[config.mk]
export PLATFORM = sky130hd
export DESIGN_NAME = bounded_ordered_list_engine_top_flat
export DESIGN_NICKNAME = d
export VERILOG_FILES = /design/src/sv/bole_pkg.sv /design/src/sv/bole_in_if.sv /design/src/sv/bole_out_if.sv /design/src/sv/bole_mem.sv /design/src/sv/bole_seq.sv /design/src/sv/bounded_ordered_list_engine_top.sv /design/src/flat_wrapper.sv
export SDC_FILE = /design/constraint.sdc
export NUM_CORES = 1
export LEC_CHECK = 0
export BUFFER_PORTS_ARGS = -buffer_cell sky130_fd_sc_hd__buf_4
export CORE_MARGIN = 4
export CORE_UTILIZATION = 55
export DETAILED_ROUTE_END_ITERATION = 8
export PLACE_DENSITY = 0.84
export SLEW_MARGIN = 20
export SYNTH_ARGS = -nofsm -noshare
export SYNTH_HDL_FRONTEND = slang
export SYNTH_HIERARCHICAL = 1
export SYNTH_SLANG_ARGS = --single-unit
[constraint.sdc]
create_clock -name clk_i -period 13.55 [get_ports clk_i]
set_input_delay 0.6775 -clock clk_i [delete_from_list [all_inputs] [get_ports clk_i]]
set_output_delay 0.6775 -clock clk_i [all_outputs]
set_load 0.005 [all_outputs]
[src/sv/bole_pkg.sv]
// Shared constants, operation and status codes, and types for the ordered list engine.
package bole_pkg;

  localparam int Capacity = 16;
  localparam int IdxW     = $clog2(Capacity);
  localparam int CntW     = $clog2(Capacity + 1);
  localparam int KindW    = 3;
  localparam int PosW     = 16;
  localparam int ValW     = 32;
  localparam int StW      = 2;
  localparam int LenW     = 5;

  localparam logic [KindW-1:0] KIND_FRONT  = 3'd0;
  localparam logic [KindW-1:0] KIND_BACK   = 3'd1;
  localparam logic [KindW-1:0] KIND_POS    = 3'd2;
  localparam logic [KindW-1:0] KIND_DELETE = 3'd3;
  localparam logic [KindW-1:0] KIND_SEARCH = 3'd4;

  localparam logic [StW-1:0] ST_OK       = 2'd0;
  localparam logic [StW-1:0] ST_BADPOS   = 2'd1;
  localparam logic [StW-1:0] ST_NOTFOUND = 2'd2;
  localparam logic [StW-1:0] ST_FULL     = 2'd3;

  typedef struct packed {
    logic            we;
    logic [IdxW-1:0] waddr;
    logic [ValW-1:0] wdata;
    logic [IdxW-1:0] raddr;
  } mem_req_t;

  typedef struct packed {
    logic [StW-1:0] status;
    logic           found;
  } res_t;

endpackage

[src/sv/bole_in_if.sv]
// Request channel: operation kind, insert position and value.
interface bole_in_if;
  import bole_pkg::*;

  logic                   valid;
  logic                   ready;
  logic [KindW-1:0]       kind;
  logic [PosW-1:0]        position;
  logic signed [ValW-1:0] value;

  modport source (output valid, output kind, output position, output value, input ready);
  modport sink   (input valid, input kind, input position, input value, output ready);
endinterface

[src/sv/bole_out_if.sv]
// Result channel: status, found flag and list length.
interface bole_out_if;
  import bole_pkg::*;

  logic             valid;
  logic             ready;
  logic [StW-1:0]   status;
  logic             found;
  logic [LenW-1:0]  length;

  modport source (output valid, output status, output found, output length, input ready);
  modport sink   (input valid, input status, input found, input length, output ready);
endinterface

[src/sv/bole_mem.sv]
// Entry store: one write port and one registered read port.
module bole_mem (
  input  logic                         clk_i,
  input  bole_pkg::mem_req_t           req_i,
  output logic [bole_pkg::ValW-1:0]    rdata_o
);
  import bole_pkg::*;

  logic [ValW-1:0] mem_q [Capacity];

  always_ff @(posedge clk_i) begin
    if (req_i.we) begin
      mem_q[req_i.waddr] <= req_i.wdata;
    end
    rdata_o <= mem_q[req_i.raddr];
  end

endmodule

[src/sv/bole_seq.sv]
// Sequencer: walks and shifts the entry store one entry per step, keeps the count.
module bole_seq (
  input  logic                         clk_i,
  input  logic                         rst_ni,
  input  logic                         start_i,
  input  logic [bole_pkg::KindW-1:0]   kind_i,
  input  logic [bole_pkg::PosW-1:0]    position_i,
  input  logic [bole_pkg::ValW-1:0]    value_i,
  input  logic [bole_pkg::ValW-1:0]    rdata_i,
  input  logic                         take_i,
  output logic                         idle_o,
  output logic                         done_o,
  output bole_pkg::res_t               res_o,
  output logic [bole_pkg::CntW-1:0]    count_o,
  output bole_pkg::mem_req_t           mem_o
);
  import bole_pkg::*;

  localparam logic [3:0] S_IDLE     = 4'd0;
  localparam logic [3:0] S_FIND_RD  = 4'd1;
  localparam logic [3:0] S_FIND_CMP = 4'd2;
  localparam logic [3:0] S_SHL_RD   = 4'd3;
  localparam logic [3:0] S_SHL_WR   = 4'd4;
  localparam logic [3:0] S_SHR_RD   = 4'd5;
  localparam logic [3:0] S_SHR_WR   = 4'd6;
  localparam logic [3:0] S_PUT      = 4'd7;
  localparam logic [3:0] S_DONE     = 4'd8;

  logic [3:0]       state_q, state_d;
  logic [KindW-1:0] kind_q, kind_d;
  logic [ValW-1:0]  val_q, val_d;
  logic [CntW-1:0]  idx_q, idx_d;
  logic [CntW-1:0]  at_q, at_d;
  logic [CntW-1:0]  cnt_q, cnt_d;
  res_t             res_q, res_d;

  logic [CntW:0]    idx_p1, idx_p2, cnt_p1;
  logic [CntW-1:0]  place_at;
  logic             place_go;
  logic             pos_bad;

  assign idx_p1 = {1'b0, idx_q} + (CntW + 1)'(1);
  assign idx_p2 = {1'b0, idx_q} + (CntW + 1)'(2);
  assign cnt_p1 = {1'b0, cnt_q} + (CntW + 1)'(1);
  assign pos_bad = (position_i == '0) ||
                   ({{(CntW + 1){1'b0}}, position_i} > {{PosW{1'b0}}, cnt_p1});

  always_comb begin
    place_go = 1'b0;
    place_at = '0;
    case (kind_i)
      KIND_FRONT: begin
        place_go = 1'b1;
        place_at = '0;
      end
      KIND_BACK: begin
        place_go = 1'b1;
        place_at = cnt_q;
      end
      KIND_POS: begin
        place_go = !pos_bad;
        place_at = CntW'(position_i - PosW'(1));
      end
      default: begin
        place_go = 1'b0;
      end
    endcase
  end

  always_comb begin
    state_d = state_q;
    kind_d  = kind_q;
    val_d   = val_q;
    idx_d   = idx_q;
    at_d    = at_q;
    cnt_d   = cnt_q;
    res_d   = res_q;
    mem_o   = '{we: 1'b0, waddr: idx_q[IdxW-1:0], wdata: rdata_i, raddr: idx_q[IdxW-1:0]};

    case (state_q)
      S_IDLE: begin
        if (start_i) begin
          kind_d  = kind_i;
          val_d   = value_i;
          idx_d   = '0;
          res_d   = '{status: ST_OK, found: 1'b0};
          state_d = S_DONE;
          if (kind_i == KIND_FRONT || kind_i == KIND_BACK || kind_i == KIND_POS) begin
            if (!place_go) begin
              res_d.status = ST_BADPOS;
            end else if ({1'b0, cnt_q} >= (CntW + 1)'(Capacity)) begin
              res_d.status = ST_FULL;
            end else begin
              at_d    = place_at;
              idx_d   = cnt_q;
              state_d = (cnt_q > place_at) ? S_SHR_RD : S_PUT;
            end
          end else if (kind_i == KIND_DELETE || kind_i == KIND_SEARCH) begin
            if (cnt_q == '0) begin
              res_d.status = (kind_i == KIND_DELETE) ? ST_NOTFOUND : ST_OK;
            end else begin
              state_d = S_FIND_RD;
            end
          end
        end
      end
      S_FIND_RD: begin
        state_d = S_FIND_CMP;
      end
      S_FIND_CMP: begin
        if (rdata_i == val_q) begin
          res_d.found = 1'b1;
          if (kind_q == KIND_DELETE && idx_p1 < {1'b0, cnt_q}) begin
            state_d = S_SHL_RD;
          end else begin
            if (kind_q == KIND_DELETE) begin
              cnt_d = cnt_q - CntW'(1);
            end
            state_d = S_DONE;
          end
        end else if (idx_p1 == {1'b0, cnt_q}) begin
          res_d.status = (kind_q == KIND_DELETE) ? ST_NOTFOUND : ST_OK;
          state_d      = S_DONE;
        end else begin
          idx_d   = idx_p1[CntW-1:0];
          state_d = S_FIND_RD;
        end
      end
      S_SHL_RD: begin
        mem_o.raddr = idx_p1[IdxW-1:0];
        state_d     = S_SHL_WR;
      end
      S_SHL_WR: begin
        mem_o.we = 1'b1;
        idx_d    = idx_p1[CntW-1:0];
        if (idx_p2 < {1'b0, cnt_q}) begin
          state_d = S_SHL_RD;
        end else begin
          cnt_d   = cnt_q - CntW'(1);
          state_d = S_DONE;
        end
      end
      S_SHR_RD: begin
        mem_o.raddr = IdxW'(idx_q - CntW'(1));
        state_d     = S_SHR_WR;
      end
      S_SHR_WR: begin
        mem_o.we = 1'b1;
        idx_d    = idx_q - CntW'(1);
        state_d  = ((idx_q - CntW'(1)) > at_q) ? S_SHR_RD : S_PUT;
      end
      S_PUT: begin
        mem_o.we    = 1'b1;
        mem_o.waddr = at_q[IdxW-1:0];
        mem_o.wdata = val_q;
        cnt_d       = cnt_p1[CntW-1:0];
        state_d     = S_DONE;
      end
      S_DONE: begin
        if (take_i) begin
          state_d = S_IDLE;
        end
      end
      default: begin
        state_d = S_IDLE;
      end
    endcase
  end

  always_ff @(posedge clk_i or negedge rst_ni) begin
    if (!rst_ni) begin
      state_q <= S_IDLE;
      cnt_q   <= '0;
    end else begin
      state_q <= state_d;
      cnt_q   <= cnt_d;
    end
  end

  always_ff @(posedge clk_i) begin
    kind_q <= kind_d;
    val_q  <= val_d;
    idx_q  <= idx_d;
    at_q   <= at_d;
    res_q  <= res_d;
  end

  assign idle_o  = (state_q == S_IDLE);
  assign done_o  = (state_q == S_DONE);
  assign res_o   = res_q;
  assign count_o = cnt_q;

endmodule

[src/sv/bounded_ordered_list_engine_top.sv]
// Top level of the bounded ordered list engine.
//
// Keeps an ordered list of up to Capacity signed 32-bit values. Each request
// transfer on in_i carries kind, position and value: insert front, insert back,
// insert at a 1-based position, delete the first matching value, or search.
// Each request yields one result transfer on out_o with status, found, length.
// The engine takes one item at a time through an entry store with registered read.
// A rejected or trivial request goes straight to its result. An insert moves
// each entry behind the insert position up by one, a read and then a write per
// entry, and then writes the new value; a search or delete reads and compares
// entries in turn, and a delete then moves each entry behind the match down.
// in_i.ready is high only while the sequencer is idle; it rises as the result
// is registered. A result sits in an output register, so a new request is
// taken while an earlier result waits; a stalled receiver holds the result
// and, once the next item is finished, holds the sequencer too.
// Reset empties the list at once; no clearing pass is needed.
module bounded_ordered_list_engine_top (
  input logic        clk_i,
  input logic        rst_ni,
  bole_in_if.sink    in_i,
  bole_out_if.source out_o
);
  import bole_pkg::*;

  logic            seq_idle, seq_done, take;
  res_t            seq_res;
  logic [CntW-1:0] seq_cnt;
  mem_req_t        mem_req;
  logic [ValW-1:0] mem_rdata;

  logic            out_valid_q, out_valid_d;
  res_t            out_res_q;
  logic [LenW-1:0] out_len_q;

  assign in_i.ready = seq_idle;
  assign take       = seq_done && (!out_valid_q || out_o.ready);

  bole_seq u_seq (
    .clk_i      (clk_i),
    .rst_ni     (rst_ni),
    .start_i    (in_i.valid && seq_idle),
    .kind_i     (in_i.kind),
    .position_i (in_i.position),
    .value_i    (in_i.value),
    .rdata_i    (mem_rdata),
    .take_i     (take),
    .idle_o     (seq_idle),
    .done_o     (seq_done),
    .res_o      (seq_res),
    .count_o    (seq_cnt),
    .mem_o      (mem_req)
  );

  bole_mem u_mem (
    .clk_i   (clk_i),
    .req_i   (mem_req),
    .rdata_o (mem_rdata)
  );

  always_comb begin
    out_valid_d = out_valid_q;
    if (take) begin
      out_valid_d = 1'b1;
    end else if (out_o.ready) begin
      out_valid_d = 1'b0;
    end
  end

  always_ff @(posedge clk_i or negedge rst_ni) begin
    if (!rst_ni) begin
      out_valid_q <= 1'b0;
    end else begin
      out_valid_q <= out_valid_d;
    end
  end

  always_ff @(posedge clk_i) begin
    if (take) begin
      out_res_q <= seq_res;
      out_len_q <= LenW'(seq_cnt);
    end
  end

  assign out_o.valid  = out_valid_q;
  assign out_o.status = out_res_q.status;
  assign out_o.found  = out_res_q.found;
  assign out_o.length = out_len_q;

  a_cnt_bound: assert property (@(posedge clk_i) disable iff (!rst_ni)
    {1'b0, seq_cnt} <= (CntW + 1)'(Capacity))
    else $error("entry count above capacity");

  a_busy_after_start: assert property (@(posedge clk_i) disable iff (!rst_ni)
    in_i.valid && in_i.ready |=> !in_i.ready)
    else $error("sequencer still idle after a request transfer");

  a_full_len: assert property (@(posedge clk_i) disable iff (!rst_ni)
    take && seq_res.status == ST_FULL |-> {1'b0, seq_cnt} == (CntW + 1)'(Capacity))
    else $error("full status on a list that is not full");

  a_found_ok: assert property (@(posedge clk_i) disable iff (!rst_ni)
    take && seq_res.found |-> seq_res.status == ST_OK)
    else $error("found flag with an error status");

endmodule
[src/flat_wrapper.sv]
// flat-port wrapper written by rule: the top's interface ports become plain ports
module bounded_ordered_list_engine_top_flat import bole_pkg::*;
  (clk_i, rst_ni, in_i_valid, in_i_kind, in_i_position, in_i_value, in_i_ready, out_o_valid, out_o_status, out_o_found, out_o_length, out_o_ready);
  bole_in_if in_i_i ();
  bole_out_if out_o_i ();
  input logic clk_i;
  input logic rst_ni;
  input wire logic [$bits(in_i_i.valid)-1:0] in_i_valid;
  input wire logic [$bits(in_i_i.kind)-1:0] in_i_kind;
  input wire logic [$bits(in_i_i.position)-1:0] in_i_position;
  input wire logic [$bits(in_i_i.value)-1:0] in_i_value;
  output wire logic [$bits(in_i_i.ready)-1:0] in_i_ready;
  output wire logic [$bits(out_o_i.valid)-1:0] out_o_valid;
  output wire logic [$bits(out_o_i.status)-1:0] out_o_status;
  output wire logic [$bits(out_o_i.found)-1:0] out_o_found;
  output wire logic [$bits(out_o_i.length)-1:0] out_o_length;
  input wire logic [$bits(out_o_i.ready)-1:0] out_o_ready;
  assign in_i_i.valid = in_i_valid;
  assign in_i_i.kind = in_i_kind;
  assign in_i_i.position = in_i_position;
  assign in_i_i.value = in_i_value;
  assign in_i_ready = in_i_i.ready;
  assign out_o_valid = out_o_i.valid;
  assign out_o_status = out_o_i.status;
  assign out_o_found = out_o_i.found;
  assign out_o_length = out_o_i.length;
  assign out_o_i.ready = out_o_ready;
  bounded_ordered_list_engine_top u_core (.clk_i(clk_i), .rst_ni(rst_ni), .in_i(in_i_i), .out_o(out_o_i));
endmodule
==> impl_metrics.json <==
{
  "min_path_cells": 1,
  "cp.required_ns": 14.06,
  "slew_headroom_pct": 22.1,
  "ys_seq_area_share_pct": 73.5,
  "vias_per_cell": 6.30,
  "final_area_um2": 27700,
  "ctsHoldBuffers": 1,
  "setup_slack_ns": 8.74,
  "nNetsFinal": 1505,
  "cts_max_level": 2,
  "grt_usage_pct": 23.5,
  "tightestPinTransition_ns": 1.17,
  "pwr_density_cell_nw_per_um2": 216,
  "synthCells": 1333,
  "die_x_um": 219,
  "io_buffers": 64,
  "coreArea_um2": 43500,
  "vdd_drop_max_v": 0.000144,
  "synth_nets": 1423,
  "synth-edff-count": 568,
  "r2r_cells": 9,
  "placed_area_um2": 25800,
  "drive_gt1_share_pct": 23.9,
  "ys_async_sr_fraction_pct": 1.64,
  "cts_tree": "done",
  "rows": 76,
  "vias": 12900,
  "wl_per_cell_um": 26.9,
  "synth_seq_cells": 610,
  "critPathLaunchType": "register",
  "ios": 65,
  "worstPathArrival_ns": 5.32,
  "initial_core_util_pct": 56.2,
  "hold_slack_ns": 0.214,
  "outcome": "finished clean",
  "cts.sinks": 610,
  "drtPass1Iterations": 5,
  "dp_slack_ns": 8.66,
  "fin_worst_skew_ns": 0.0582,
  "detail-route-antenna-nets": 0,
  "cts_resized": 0,
  "nFillCells": 2818,
  "gp_congestion": 0.892,
  "grt_max_degree": 69,
  "cts_max_path_buffers": 3,
  "maxCapViolCount": 0,
  "final_cell_mix": "edfxtp_1, nand2_1, mux4_2",
  "final_common_cell": "edfxtp_1",
  "timing.setup.tns_ns": 0,
  "ys_warn_count": 6,
  "antenna_found_initial": 0,
  "criticalPathCategory": "register to register",
  "die_h_um": 219,
  "dpl.hpwl_um": 31900,
  "diodes": 0,
  "hp-class": "primary input to register",
  "cts_buffers": 56,
  "path_max_fanout": 50,
  "clockRootBuffer": "clkbuf_16",
  "synthFlopType": "edfxtp_1",
  "die_area_um2": 47800,
  "postRouteWirelength_um": 55200,
  "rsz0062_at_grt": "false",
  "period_needed_ns": 4.81,
  "cp-end-kind": "register",
  "insertion_delay_ns": 0.64,
  "leakagePower_nw": 9.31,
  "post-route-period-util_pct": 35.5,
  "synthesis.area_um2": 24400,
  "grt_pass1_wl_um": 83600,
  "syn_to_final_growth_pct": 13.6,
  "drt_iter0_markers": 1479,
  "yosysUniqueCellTypes": 63,
  "max_freq_mhz": 208,
  "setup_viol": 0,
  "clk_pin_slew_ns": 0.07,
  "drv_slew": 0,
  "post_cts_buffers": 0,
  "grt_pass1_vias": 13400,
  "power.total_mw": 5.98,
  "hold_violations": 0,
  "drc": 0,
  "synth.avg_cell_area_um2": 18.3,
  "overflow": 0
}
-- layer usage --
metal	vias to the layer above	GRT usage, %	share of wire (%)
met5	-	0	0
met2	673	39.4	51
met1	6628	31.2	37
met4	0	7.73	3.4
met3	134	5.17	8.5
li1	5477	-	-
-- flip-flops by register name, summed over array words and instances, names as in the netlist --
name / count
u_core/u_mem/rdata_o: 32
u_core/out_o.length: 5
u_core/u_mem/mem_q: 512
u_core/out_o.status: 2
u_core/out_o.valid: 1
u_core/u_seq/idx_q: 5
u_core/u_seq/kind_q: 3
u_core/u_seq/at_q: 5
u_core/u_seq/val_q: 32
u_core/u_seq/count_o: 5
u_core/u_seq/state_q: 4
u_core/out_o.found: 1
u_core/u_seq/res_o: 3
-- path summary, 6_finish.rpt --
check	startpoint	end	slack, ns
max	u_core/u_seq/state_q[1]	u_core/u_mem/rdata_o[18]	8.74
min	in_i_value[7]	u_core/u_seq/val_q[7]	0.21
max reg2reg	u_core/u_seq/state_q[1]	u_core/u_mem/rdata_o[18]	8.74
min reg2reg	u_core/u_seq/res_o[1]	u_core/out_o.status[0]	0.42
max in group asynchronous	rst_ni	u_core/u_seq/state_q[0]	12.93
min in group asynchronous	rst_ni	u_core/u_seq/state_q[3]	0.46
-- power by group --
| part | internal (mW) | switching, mW | leakage, nW |
|---|---|---|---|
| Clock | 0.915 | 0.703 | 0.932 |
| Combinational | 0.687 | 1.06 | 2.85 |
| Sequential | 2.47 | 0.146 | 5.54 |
-- per-stage QoR --
step / util [%] / cells
4_1_cts: 63.8 / 2048
6_report: 63.8 / 2048
2_1_floorplan: - / 1333
5_1_grt: 63.8 / 2048
3_5_place_dp: 59.4 / 1941
3_3_place_gp: 58.9 / 1932
-- synth_stat cells (all sizes together), types with 2 or more instances --
master   count  area [um^2]
nand4        4         31.3
edfxtp     568        17100
nor3        13         70.1
inv         26         97.6
or2          2         12.5
a221o        2         20.0
nand3b       5         37.5
o2111ai      3         26.3
buf         33          186
o22ai        3         18.8
a31oi        5         31.3
clkbuf      31          116
nor2b       11         68.8
dfxtp       32          641
a21oi       14         70.1
or3          4         26.3
nor4        16          100
nand2      160          611
a21bo        2         26.3
nand2b       8         50.1
nand3       14         70.1
ha          35          438
a211oi       2         15.0
dfrtp       10          250
o22a         2         17.5
o21ai       12         60.1
a22oi       69          518
and2         4         25.0
xnor2       16          140
nor2        38          148
mux4       128         2880
and3         2         17.5
xor2        37          324
a21o         4         30.0
o211ai       3         22.5
-- critical path, stage by stage, from the launching register on --
cell,delay (ns)
dfrtp_1,0.67
xnor2_1,0.24
nor2_1,0.27
xnor2_2,0.14
buf_4,0.67
buf_4,0.76
buf_4,0.91
mux4_2,0.62
a22oi_1,0.24
nand2_1,0.12
-- cell families (layout without fill, tap and decap cells) --
group | count (synthesis) | count (layout) | share of synthesized area (%)
DFF | 610 | 610 | 73.5
and+or+nand+nor | 283 | 283 | 5.26
AOI/OAI and AO/OA | 132 | 132 | 3.98
muxes | 130 | 130 | 11.9
buffers and inverters | 90 | 220 | 1.64
xor gates and xnor gates | 53 | 53 | 1.90
adders and majority gates | 35 | 35 | 1.79
-- cell type report --
cell class	instances	area, um^2	share of cell area [%]
flip-flops and latches	610	17900	64.7
multi-input cells	633	6230	22.5
clock buffers	68	1510	5.44
repair buffers	88	816	2.94
well taps	585	732	2.64
clock inverters	38	400	1.44
inverters	26	97.6	0.352
Power figures use the tool's default switching activity.
